--- src/sv/nwaf_pkg.sv ---
// Package for the next weekly alarm finder.
// Holds the alarm entry type, request kind codes and time constants.
// No dependencies.
`default_nettype none

package nwaf_pkg;

  // Default table depth.
  localparam int unsigned NumAlarmsDef = 8;

  // Time constants.
  localparam int unsigned MinsPerHour     = 60;
  localparam int unsigned HoursPerDay     = 24;
  localparam int unsigned DaysPerWeek     = 7;
  localparam int unsigned MinsPerDay      = HoursPerDay * MinsPerHour;
  localparam int unsigned MaxMinutesUntil = 10079;

  // Width of a minute-of-day value built from raw 5-bit hour and 6-bit minute.
  localparam int unsigned MinsW = 11;
  // Width of the reported distance.
  localparam int unsigned DistW = 14;

  // Request kinds carried on the input tuser bit.
  typedef enum logic {
    FuncWrite = 1'b0,
    FuncQuery = 1'b1
  } func_e;

  // One stored alarm.
  typedef struct packed {
    logic       enable;
    logic [4:0] hour;
    logic [5:0] minute;
    logic [6:0] day_bits;
  } alarm_entry_t;

  // Raw hour and minute folded into minutes since midnight (hour * 60 + minute).
  function automatic logic [MinsW-1:0] mins_of_day(input logic [4:0] hour,
                                                   input logic [5:0] minute);
    logic [MinsW-1:0] h;
    h = {6'b0, hour};
    return (h << 6) - (h << 2) + {5'b0, minute};
  endfunction

  // Minutes in a whole number of days, for offsets of zero to seven days.
  function automatic logic [DistW-1:0] day_minutes(input logic [2:0] off);
    logic [DistW-1:0] r;
    case (off)
      3'd0:    r = DistW'(0);
      3'd1:    r = DistW'(MinsPerDay);
      3'd2:    r = DistW'(2 * MinsPerDay);
      3'd3:    r = DistW'(3 * MinsPerDay);
      3'd4:    r = DistW'(4 * MinsPerDay);
      3'd5:    r = DistW'(5 * MinsPerDay);
      3'd6:    r = DistW'(6 * MinsPerDay);
      3'd7:    r = DistW'(7 * MinsPerDay);
      default: r = DistW'(0);
    endcase
    return r;
  endfunction

endpackage

`default_nettype wire

--- src/sv/nwaf_alarm_mem.sv ---
// Alarm table storage: one write port, one registered read port.
// Each entry has a valid bit cleared by reset; an unwritten entry reads as disabled.
// Depends on nwaf_pkg.
`default_nettype none

module nwaf_alarm_mem
  import nwaf_pkg::*;
#(
  parameter int unsigned NUM_ALARMS = NumAlarmsDef,
  localparam int unsigned IdxW = (NUM_ALARMS > 1) ? $clog2(NUM_ALARMS) : 1
) (
  input  wire logic                clk_i,
  input  wire logic                rst_ni,
  input  wire logic                we_i,
  input  wire logic [IdxW-1:0]     waddr_i,
  input  wire alarm_entry_t        wdata_i,
  input  wire logic [IdxW-1:0]     raddr_i,
  output alarm_entry_t             rdata_o
);

  alarm_entry_t            mem_q [NUM_ALARMS];
  logic [NUM_ALARMS-1:0]   valid_q;
  alarm_entry_t            rd_entry_q;
  logic                    rd_valid_q;

  // Entry storage and read data register.
  always_ff @(posedge clk_i) begin
    if (we_i) begin
      mem_q[waddr_i] <= wdata_i;
    end
    rd_entry_q <= mem_q[raddr_i];
  end

  // Per-entry valid bits and the valid flag of the read data.
  always_ff @(posedge clk_i or negedge rst_ni) begin
    if (!rst_ni) begin
      valid_q    <= '0;
      rd_valid_q <= 1'b0;
    end else begin
      if (we_i) begin
        valid_q[waddr_i] <= 1'b1;
      end
      rd_valid_q <= valid_q[raddr_i];
    end
  end

  // An entry never written reads as all zero, which is a disabled alarm.
  assign rdata_o = rd_valid_q ? rd_entry_q : '0;

endmodule

`default_nettype wire

--- src/sv/nwaf_dist_unit.sv ---
// Distance unit: minutes until the next occurrence of one alarm entry.
// Shared by every table entry during a query scan. Depends on nwaf_pkg.
`default_nettype none

module nwaf_dist_unit
  import nwaf_pkg::*;
(
  input  wire alarm_entry_t       entry_i,
  input  wire logic [2:0]         today_i,    // 0 to 6
  input  wire logic [MinsW-1:0]   now_mins_i,
  output logic                    hit_o,
  output logic [DistW-1:0]        dist_o
);

  logic [MinsW-1:0]   a_mins;
  logic [6:0]         rot;
  logic [2:0]         off;
  logic [DistW-1:0]   day_m;
  logic signed [15:0] raw;

  assign a_mins = mins_of_day(entry_i.hour, entry_i.minute);

  // Rotate the weekday mask so that bit k stands for today plus k days.
  always_comb begin
    logic [3:0] pos;
    pos = '0;
    for (int k = 0; k < 7; k++) begin
      pos = {1'b0, today_i} + 4'(k);
      if (pos >= 4'(DaysPerWeek)) begin
        pos = pos - 4'(DaysPerWeek);
      end
      rot[k] = entry_i.day_bits[pos[2:0]];
    end
  end

  // Find the first day offset with an occurrence not yet passed.
  always_comb begin
    hit_o = 1'b0;
    off   = 3'd0;
    if (entry_i.enable) begin
      if (rot[0] && (a_mins >= now_mins_i)) begin
        hit_o = 1'b1;
        off   = 3'd0;
      end else begin
        for (int k = 6; k >= 1; k--) begin
          if (rot[k]) begin
            hit_o = 1'b1;
            off   = 3'(k);
          end
        end
        // Passed today and set for no other day: same time next week.
        if (!hit_o && rot[0]) begin
          hit_o = 1'b1;
          off   = 3'(DaysPerWeek);
        end
      end
    end
  end

  assign day_m = day_minutes(off);

  // Signed distance, saturated to the reportable range.
  always_comb begin
    raw = $signed({2'b0, day_m}) + $signed({5'b0, a_mins}) - $signed({5'b0, now_mins_i});
    if (raw < 0) begin
      dist_o = '0;
    end else if (raw > 16'sd10079) begin
      dist_o = DistW'(MaxMinutesUntil);
    end else begin
      dist_o = raw[DistW-1:0];
    end
  end

endmodule

`default_nettype wire

--- src/sv/next_weekly_alarm_finder.sv ---
// Next weekly alarm finder: stores weekly alarms and finds the nearest enabled one.
// A write request stores the entry and returns an all-zero result; a query walks the
// table one entry per cycle through the distance unit and reports the nearest hit.
// The input is not ready while a request is in work, so a new request is taken only
// after the last result has been loaded into the output register.
// Reset (rst_ni low, asynchronous) disables every alarm and empties the output register.
`default_nettype none

module next_weekly_alarm_finder
  import nwaf_pkg::*;
#(
  parameter int unsigned NUM_ALARMS = NumAlarmsDef
) (
  input  wire logic        clk_i,
  input  wire logic        rst_ni,
  input  wire logic        s_axis_tvalid,
  output logic             s_axis_tready,
  // tdata: slot[2:0], enable[3], hour[8:4], minute[14:9], day_bits[21:15],
  //        weekday[24:22], zero fill [31:25]
  input  wire logic [31:0] s_axis_tdata,
  // tuser: func[0]
  input  wire logic        s_axis_tuser,
  output logic             m_axis_tvalid,
  input  wire logic        m_axis_tready,
  // tdata: alarm_index[2:0], minutes_until[16:3], zero fill [23:17]
  output logic [23:0]      m_axis_tdata,
  // tuser: found[0]
  output logic             m_axis_tuser
);

  localparam int unsigned IdxW = (NUM_ALARMS > 1) ? $clog2(NUM_ALARMS) : 1;
  localparam int unsigned CntW = $clog2(NUM_ALARMS + 1);

  typedef enum logic [2:0] {
    StIdle = 3'b001,
    StScan = 3'b010,
    StDone = 3'b100
  } state_e;

  // Input field unpacking.
  logic [2:0]   in_slot;
  logic         in_enable;
  logic [4:0]   in_hour;
  logic [5:0]   in_minute;
  logic [6:0]   in_days;
  logic [2:0]   in_weekday;
  func_e        in_func;

  assign in_slot    = s_axis_tdata[2:0];
  assign in_enable  = s_axis_tdata[3];
  assign in_hour    = s_axis_tdata[8:4];
  assign in_minute  = s_axis_tdata[14:9];
  assign in_days    = s_axis_tdata[21:15];
  assign in_weekday = s_axis_tdata[24:22];
  assign in_func    = func_e'(s_axis_tuser);

  state_e              state_q, state_d;
  logic [CntW-1:0]     cnt_q, cnt_d;
  logic                pipe_vld_q, pipe_vld_d;
  logic [IdxW-1:0]     pipe_idx_q, pipe_idx_d;
  logic [2:0]          today_q, today_d;
  logic [MinsW-1:0]    now_q, now_d;
  logic                found_q, found_d;
  logic [IdxW-1:0]     best_idx_q, best_idx_d;
  logic [DistW-1:0]    best_q, best_d;
  logic                out_vld_q, out_vld_d;
  logic                out_found_q, out_found_d;
  logic [2:0]          out_idx_q, out_idx_d;
  logic [DistW-1:0]    out_mins_q, out_mins_d;

  logic                mem_we;
  alarm_entry_t        mem_wdata;
  alarm_entry_t        rd_entry;
  logic                hit;
  logic [DistW-1:0]    cand_mins;
  logic                slot_ok;

  assign mem_wdata = '{enable: in_enable, hour: in_hour, minute: in_minute,
                       day_bits: in_days};
  assign slot_ok   = ({4'b0, in_slot} < 7'(NUM_ALARMS));

  // Alarm table.
  nwaf_alarm_mem #(
    .NUM_ALARMS(NUM_ALARMS)
  ) u_mem (
    .clk_i   (clk_i),
    .rst_ni  (rst_ni),
    .we_i    (mem_we),
    .waddr_i (IdxW'(in_slot)),
    .wdata_i (mem_wdata),
    .raddr_i (cnt_q[IdxW-1:0]),
    .rdata_o (rd_entry)
  );

  // Shared distance unit, fed one entry per cycle.
  nwaf_dist_unit u_dist (
    .entry_i    (rd_entry),
    .today_i    (today_q),
    .now_mins_i (now_q),
    .hit_o      (hit),
    .dist_o     (cand_mins)
  );

  assign s_axis_tready = (state_q == StIdle);

  // Sequencer.
  always_comb begin
    state_d     = state_q;
    cnt_d       = cnt_q;
    pipe_vld_d  = 1'b0;
    pipe_idx_d  = pipe_idx_q;
    today_d     = today_q;
    now_d       = now_q;
    found_d     = found_q;
    best_idx_d  = best_idx_q;
    best_d      = best_q;
    out_vld_d   = out_vld_q & ~m_axis_tready;
    out_found_d = out_found_q;
    out_idx_d   = out_idx_q;
    out_mins_d  = out_mins_q;
    mem_we      = 1'b0;

    case (state_q)
      StIdle: begin
        if (s_axis_tvalid) begin
          found_d    = 1'b0;
          best_idx_d = '0;
          best_d     = '0;
          if (in_func == FuncQuery) begin
            // Weekday seven behaves as weekday zero.
            today_d = (in_weekday == 3'd7) ? 3'd0 : in_weekday;
            now_d   = mins_of_day(in_hour, in_minute);
            cnt_d   = '0;
            state_d = StScan;
          end else begin
            mem_we  = slot_ok;
            state_d = StDone;
          end
        end
      end
      StScan: begin
        // Issue one table read per cycle; the read data comes back in the following cycle.
        if (cnt_q != CntW'(NUM_ALARMS)) begin
          pipe_vld_d = 1'b1;
          pipe_idx_d = cnt_q[IdxW-1:0];
          cnt_d      = cnt_q + 1'b1;
        end
        // Strictly smaller wins, so the lowest index keeps a tie.
        if (pipe_vld_q && hit && (!found_q || (cand_mins < best_q))) begin
          found_d    = 1'b1;
          best_idx_d = pipe_idx_q;
          best_d     = cand_mins;
        end
        if ((cnt_q == CntW'(NUM_ALARMS)) && !pipe_vld_q) begin
          state_d = StDone;
        end
      end
      StDone: begin
        // Load the output register once it is free.
        if (!out_vld_q || m_axis_tready) begin
          out_vld_d   = 1'b1;
          out_found_d = found_q;
          out_idx_d   = 3'(best_idx_q);
          out_mins_d  = best_q;
          state_d     = StIdle;
        end
      end
      default: begin
        state_d = StIdle;
      end
    endcase
  end

  // Control registers.
  always_ff @(posedge clk_i or negedge rst_ni) begin
    if (!rst_ni) begin
      state_q    <= StIdle;
      cnt_q      <= '0;
      pipe_vld_q <= 1'b0;
      out_vld_q  <= 1'b0;
    end else begin
      state_q    <= state_d;
      cnt_q      <= cnt_d;
      pipe_vld_q <= pipe_vld_d;
      out_vld_q  <= out_vld_d;
    end
  end

  // Payload registers.
  always_ff @(posedge clk_i) begin
    pipe_idx_q  <= pipe_idx_d;
    today_q     <= today_d;
    now_q       <= now_d;
    found_q     <= found_d;
    best_idx_q  <= best_idx_d;
    best_q      <= best_d;
    out_found_q <= out_found_d;
    out_idx_q   <= out_idx_d;
    out_mins_q  <= out_mins_d;
  end

  assign m_axis_tvalid = out_vld_q;
  assign m_axis_tuser  = out_found_q;
  assign m_axis_tdata  = {7'b0, out_mins_q, out_idx_q};

endmodule

`default_nettype wire

--- config.mk ---
export PLATFORM = sky130hd
export DESIGN_NAME = next_weekly_alarm_finder
export DESIGN_NICKNAME = d
export VERILOG_FILES = /design/src/sv/nwaf_pkg.sv /design/src/sv/nwaf_alarm_mem.sv /design/src/sv/nwaf_dist_unit.sv /design/src/sv/next_weekly_alarm_finder.sv
export SDC_FILE = /design/constraint.sdc
export NUM_CORES = 1
export LEC_CHECK = 0
export BUFFER_PORTS_ARGS = -buffer_cell sky130_fd_sc_hd__buf_2
export CAP_MARGIN = 10
export CORE_AREA = 4 4 150 152
export DETAILED_ROUTE_END_ITERATION = 8
export DIE_AREA = 0 0 154 156
export PLACE_DENSITY = 0.79
export SKIP_LAST_GASP = 1
export SYNTH_ARGS = -nofsm -noshare
export SYNTH_HDL_FRONTEND = slang
export SYNTH_HIERARCHICAL = 1
export SYNTH_SLANG_ARGS = --single-unit
--- constraint.sdc ---
create_clock -name clk_i -period 10.25 [get_ports clk_i]
set_input_delay 0.5125 -clock clk_i [delete_from_list [all_inputs] [get_ports clk_i]]
set_output_delay 0.5125 -clock clk_i [all_outputs]
set_load 0.005 [all_outputs]
==> out/qor.csv, run 1 <==
metric,value,unit
outcome,"complete, no violations",
async_flop_share,7.44,%
viasPerCell,5.96,
fin_nets,1118,
dr_wl_met2,12.4,mm
io_buffers,49,
postSynthRegisterBits,242,
antenna_found_initial,1,
min_period,9.27,ns
clock_path_buffers,3,
endpoint_kind,register,
crit_path_top_delay_cell,dfrtp_2,
grt_pass1_vias,7562,
ioPinCount,64,
cts_tree,done,
yosys_warnings,6,
rr_startpoint,u_mem/rd_valid_q,
gr-usage-all-layers,20.7,%
clkTransAtPathRegs,0.06,ns
finalMaxSlewViolations,0,
hp-start,s_axis_tdata[15],
htree_levels,1,
synthCells,954,
multi_input_area,0.00540,sq mm
drc,0,
rsz0062_at_grt,no,
dr.max_layer_used,met4,
worstPathArrival,9.48,ns
required,10.46,ns
die_x,154,um
setup_tns,0,ns
final_common_cell,edfxtp_1,
wl_met1,10.5,mm
hold_depth,1,
tightest_slew,1.04,ns
dp_slack,0.938,ns
drive_above_1_share,15.6,%
clock_sinks,242,
place.gp.congestion,0.889,
initial_utilization,61.2,%
synthFlopType,edfxtp_1,
seq_area,0.00699,sq mm
ys_types,91,
fin_util,67.8,%
drtIter0Drc,503,
route.met3.wl,1.11,mm
avgSynthCellArea,13.5,sq um
syn-cell-area,0.0129,sq mm
ys_seq_area_share,54.3,%
design_area,0.0142,sq mm
cpPeakStageDelay,0.53,ns
cp-start-kind,register,
post_drt_wl_per_cell,18.9,um
hold_viol_final,0,
grt_start_max_net_pins,47,
clk_latency,0.52,ns
die_h,156,um
fin_ws,0.984,ns
hold_end,u_mem/mem_q[6][0],
synth_edf_count,205,
rows,53,
area_growth,10.7,%
place_area,0.0134,sq mm
post_cts.repair.setup_buffers,0,
crit_type,reg -> reg,
setup_violations,0,
grt_first_pass_wirelength,40.2,mm
maxSlewHeadroom,30.4,%
fmax,108,MHz
core-area,0.0210,sq mm
wl,24.5,mm
cts_buffers,23,
min_path_type,in -> reg,
final_cell_mix,"205 x edfxtp_1, 78 x inv_1, 67 x ha_1, 49 x buf_2, 45 x a21oi_1",
first_pass_iters,6,
skew,0.00989,ns
n_fill_cell,1457,
grt_overflow_total,0,
crit_top_cell,ha_1,
drv_cap,0,
r2r_end,best_q[10],
r2r_slack,0.98,ns
drt.antenna.violating_nets,0,
fin_crit_sh,90.4,%
clock-root-buffer,clkbuf_16,
post-dp-hpwl,16.2,mm
die-area,0.0240,sq mm
worst-r2r-cell-count,38,
num_vias,7742,
critPathMaxFanout,19,
## state kept, by name (all words and copies together) (netlist names)
signal and cells:
u_mem/rd_valid_q 1, pipe_idx_q 3, now_q 11, out_mins_q 14
best_idx_q 3, pipe_vld_q 1, out_idx_q 3, best_q 14
u_mem/rd_entry_q 19, m_axis_tuser 1, u_mem/valid_q 8, state_q 3
found_q 1, today_q 3, cnt_q 4, m_axis_tvalid 1
u_mem/mem_q 152
## how the worst max path moves through the flow
stage,to,start
finish,best_q[10],u_mem/rd_valid_q
global route,best_q[10],u_mem/rd_valid_q
CTS,best_q[13],u_mem/rd_valid_q
detailed placement,best_q[13],u_mem/rd_valid_q
global placement,best_q[11],u_mem/rd_valid_q
floorplan,best_idx_q[0],u_mem/rd_valid_q
## cells by family (layout without fill, tap and decap cells)
kind of cell,count (synthesis),in the layout,synth area share (%)
mux,85,85,12.0
compound gates,165,165,9.10
buf+inv,127,188,4.50
other cells,1,9,0.0291
fa+ha+maj,77,77,8.07
xor+xnor,23,23,1.56
simple gates,234,234,10.4
flops,242,242,54.3
## routing by layer
| metal | vias up | track usage [%] |
|---|---|---|
| li1 | 3708 | - |
| met1 | 3773 | 27.5 |
| met2 | 210 | 36.3 |
| met3 | 51 | 2.83 |
| met4 | 0 | 5.34 |
| met5 | - | 0 |
## cell usage after synthesis (18+ instances only)
master    number  area share (%)
o21ai_0       28             1.1
and2_1        42             2.0
nand2_1       38             1.1
a21oi_1       45             1.7
edfxtp_1     205              48
inv_1         78             2.3
mux4_1        40             8.2
mux2_2        26             2.3
dfxtp_1       19             3.0
ha_1          67             6.5
clkbuf_1      18            0.52
nor2_1        43             1.3
## through the flow
step	cells	hold slack (ns)
3_5_place_dp	1253	0.407
2_1_floorplan	960	0.217
5_1_grt	1297	0.251
4_1_cts	1296	0.230
6_report	1298	0.256
3_3_place_gp	1253	0.406
## cell type report
type / count / area share [%]
flip-flops and latches: 242 / 49.1
multi-input cells: 591 / 37.9
clock buffers: 32 / 4.70
repair buffers: 67 / 2.69
well taps: 275 / 2.42
inverters: 79 / 2.08
clock inverters: 10 / 1.12
diodes: 2 / 0.0351
## what timing repair did
item / in CTS / in global routing
endpoints found under the setup margin: 0 / 14
hold buffers: 1 / 0
gates resized for setup: 0 / 1
endpoints found under the hold margin: 17 / 0
## critical path, delay by kind of cell (launching register included)
family	cells	cell delay [ns]
multiplexers	1	0.28
buffers and inverters	4	0.60
adder cells (fa/ha/maj)	6	1.89
AND/OR/NAND/NOR	11	1.84
AO/OA/AOI/OAI	14	3.50
flip-flops	1	0.53
XOR/XNOR	2	0.31
Power of run 1 is left out: the tool's default activity adds up to more than one toggle a clock period on the data nets, which glitch-free logic cannot reach.
==> inputs of run 2 (changes only) <==
--- a/config.mk
+++ b/config.mk
@@ -10,7 +10,7 @@
 export CORE_AREA = 4 4 150 152
 export DETAILED_ROUTE_END_ITERATION = 8
 export DIE_AREA = 0 0 154 156
-export PLACE_DENSITY = 0.79
+export PLACE_DENSITY_LB_ADDON = 0.05
 export SKIP_LAST_GASP = 1
 export SYNTH_ARGS = -nofsm -noshare
 export SYNTH_HDL_FRONTEND = slang
==> run 2 against run 1 <==
  * Sequential cell count unchanged
  * Hold slack got worse by 0.0054 ns
  * Global-route usage decreased by 0.67 points
  * Critical path type unchanged
==> out/qor.csv, run 2 (same netlist as run 1, synthesis figures left out) <==
metric,value,unit
cp-start-kind,register,
final_common_cell,edfxtp_1,
grt_first_pass_wirelength,38.8,mm
grt_pass1_vias,7402,
min_path_type,in -> reg,
final_cell_mix,"205 x edfxtp_1, 78 x inv_1, 67 x ha_1, 49 x buf_2, 45 x a21oi_1",
cts_resized,0,
initial_utilization,61.2,%
ioPinCount,64,
grt_start_max_net_pins,47,
fin_ws,1.04,ns
rows,53,
area_growth,10.5,%
top_regs,"u_mem/mem_q x152, u_mem/rd_entry_q x19",
viasPerCell,5.83,
place.gp.congestion,0.840,
first_pass_iters,5,
outcome,"complete, no violations",
antenna_found_initial,1,
clock_sinks,242,
whs,0.250,ns
drtIter0Drc,527,
drive_above_1_share,15.8,%
rsz0062_at_grt,no,
crit_path_top_delay_cell,dfrtp_1,
maxSlewHeadroom,43.5,%
post-dp-hpwl,15.9,mm
required,10.47,ns
hold_viol_final,0,
die_h,156,um
n_fill_cell,1501,
cts_tree,done,
finalMaxSlewViolations,0,
setup_violations,0,
core-area,0.0210,sq mm
endpoint_kind,register,
tightest_slew,0.845,ns
fmax,109,MHz
wl,23.9,mm
regMostFlops,u_mem/mem_q,
die-area,0.0240,sq mm
drt.antenna.violating_nets,0,
cpPeakStageDelay,0.64,ns
largest_reg_flops,152,
num_vias,7573,
crit_type,reg -> reg,
clkTransAtPathRegs,0.06,ns
clock-root-buffer,clkbuf_16,
dp_slack,0.892,ns
htree_levels,1,
crit_top_cell,ha_1,
fin_nets,1120,
antenna_cells,0,
grt_overflow_total,0,
drc,0,
drv_cap,0,
critPathMaxFanout,19,
clock_path_buffers,3,
gr-usage-all-layers,20.0,%
die_x,154,um
setup_tns,0,ns
worstPathArrival,9.43,ns
min_period,9.21,ns
post_drt_wl_per_cell,18.4,um
io_buffers,49,
cts_buffers,25,
skew,0.0143,ns
fin_crit_sh,89.9,%
clk_latency,0.53,ns
[run 2: per-stage QoR]
stage / utilization (%) / area [sq um] / std cells
6_report: 67.7 / 14200 / 1300
2_1_floorplan: - / 12900 / 960
3_3_place_gp: 63.7 / 13400 / 1253
4_1_cts: 67.7 / 14200 / 1300
3_5_place_dp: 63.7 / 13400 / 1253
5_1_grt: 67.7 / 14200 / 1300
[run 2: routing by layer]
metal | wire length, um | GRT usage (%)
met1 | 10800 | 28.5
met2 | 11500 | 33.4
met3 | 1140 | 2.75
met4 | 450 | 4.58
met5 | 11 | 0
[run 2: what timing repair did]
action	in CTS	in global routing
hold buffers	1	0
setup buffers	0	0
hold endpoints to repair	17	0
[run 2: final timing paths]
| kind | to | cells after the start | start | slack, ns |
|---|---|---|---|---|
| setup / recovery | best_q[13] | 40 | u_mem/rd_valid_q | 1.04 |
| hold / removal | u_mem/mem_q[2][6] | 1 | s_axis_tdata[21] | 0.25 |
| setup reg to reg | best_q[13] | 40 | u_mem/rd_valid_q | 1.04 |
| hold reg to reg | out_idx_q[2] | 0 | best_idx_q[2] | 0.42 |
| max in group asynchronous | state_q[0] | 2 | rst_ni | 9.45 |
| min in group asynchronous | state_q[1] | 2 | rst_ni | 0.46 |
[run 2: area by class of cell]
cell class | count | area (sq um) | area share (%)
Clock buffer | 28 | 637 | 4.48
Tap cell | 275 | 344 | 2.42
Sequential cell | 242 | 6990 | 49.1
Multi-Input combinational cell | 591 | 5400 | 37.9
Clock inverter | 18 | 180 | 1.27
Inverter | 79 | 297 | 2.08
Timing Repair Buffer | 67 | 383 | 2.69
[run 2: critical path, delay by kind of cell, from the launching register on]
| family | cells | cell delay, ns |
|---|---|---|
| adder cells (fa/ha/maj) | 6 | 1.88 |
| XOR/XNOR | 2 | 0.35 |
| flip-flops | 1 | 0.64 |
| AND/OR/NAND/NOR | 13 | 2.00 |
| AO/OA/AOI/OAI | 14 | 3.11 |
| buffers and inverters | 4 | 0.61 |
| multiplexers | 1 | 0.28 |
Power of run 2 is left out for the same reason.
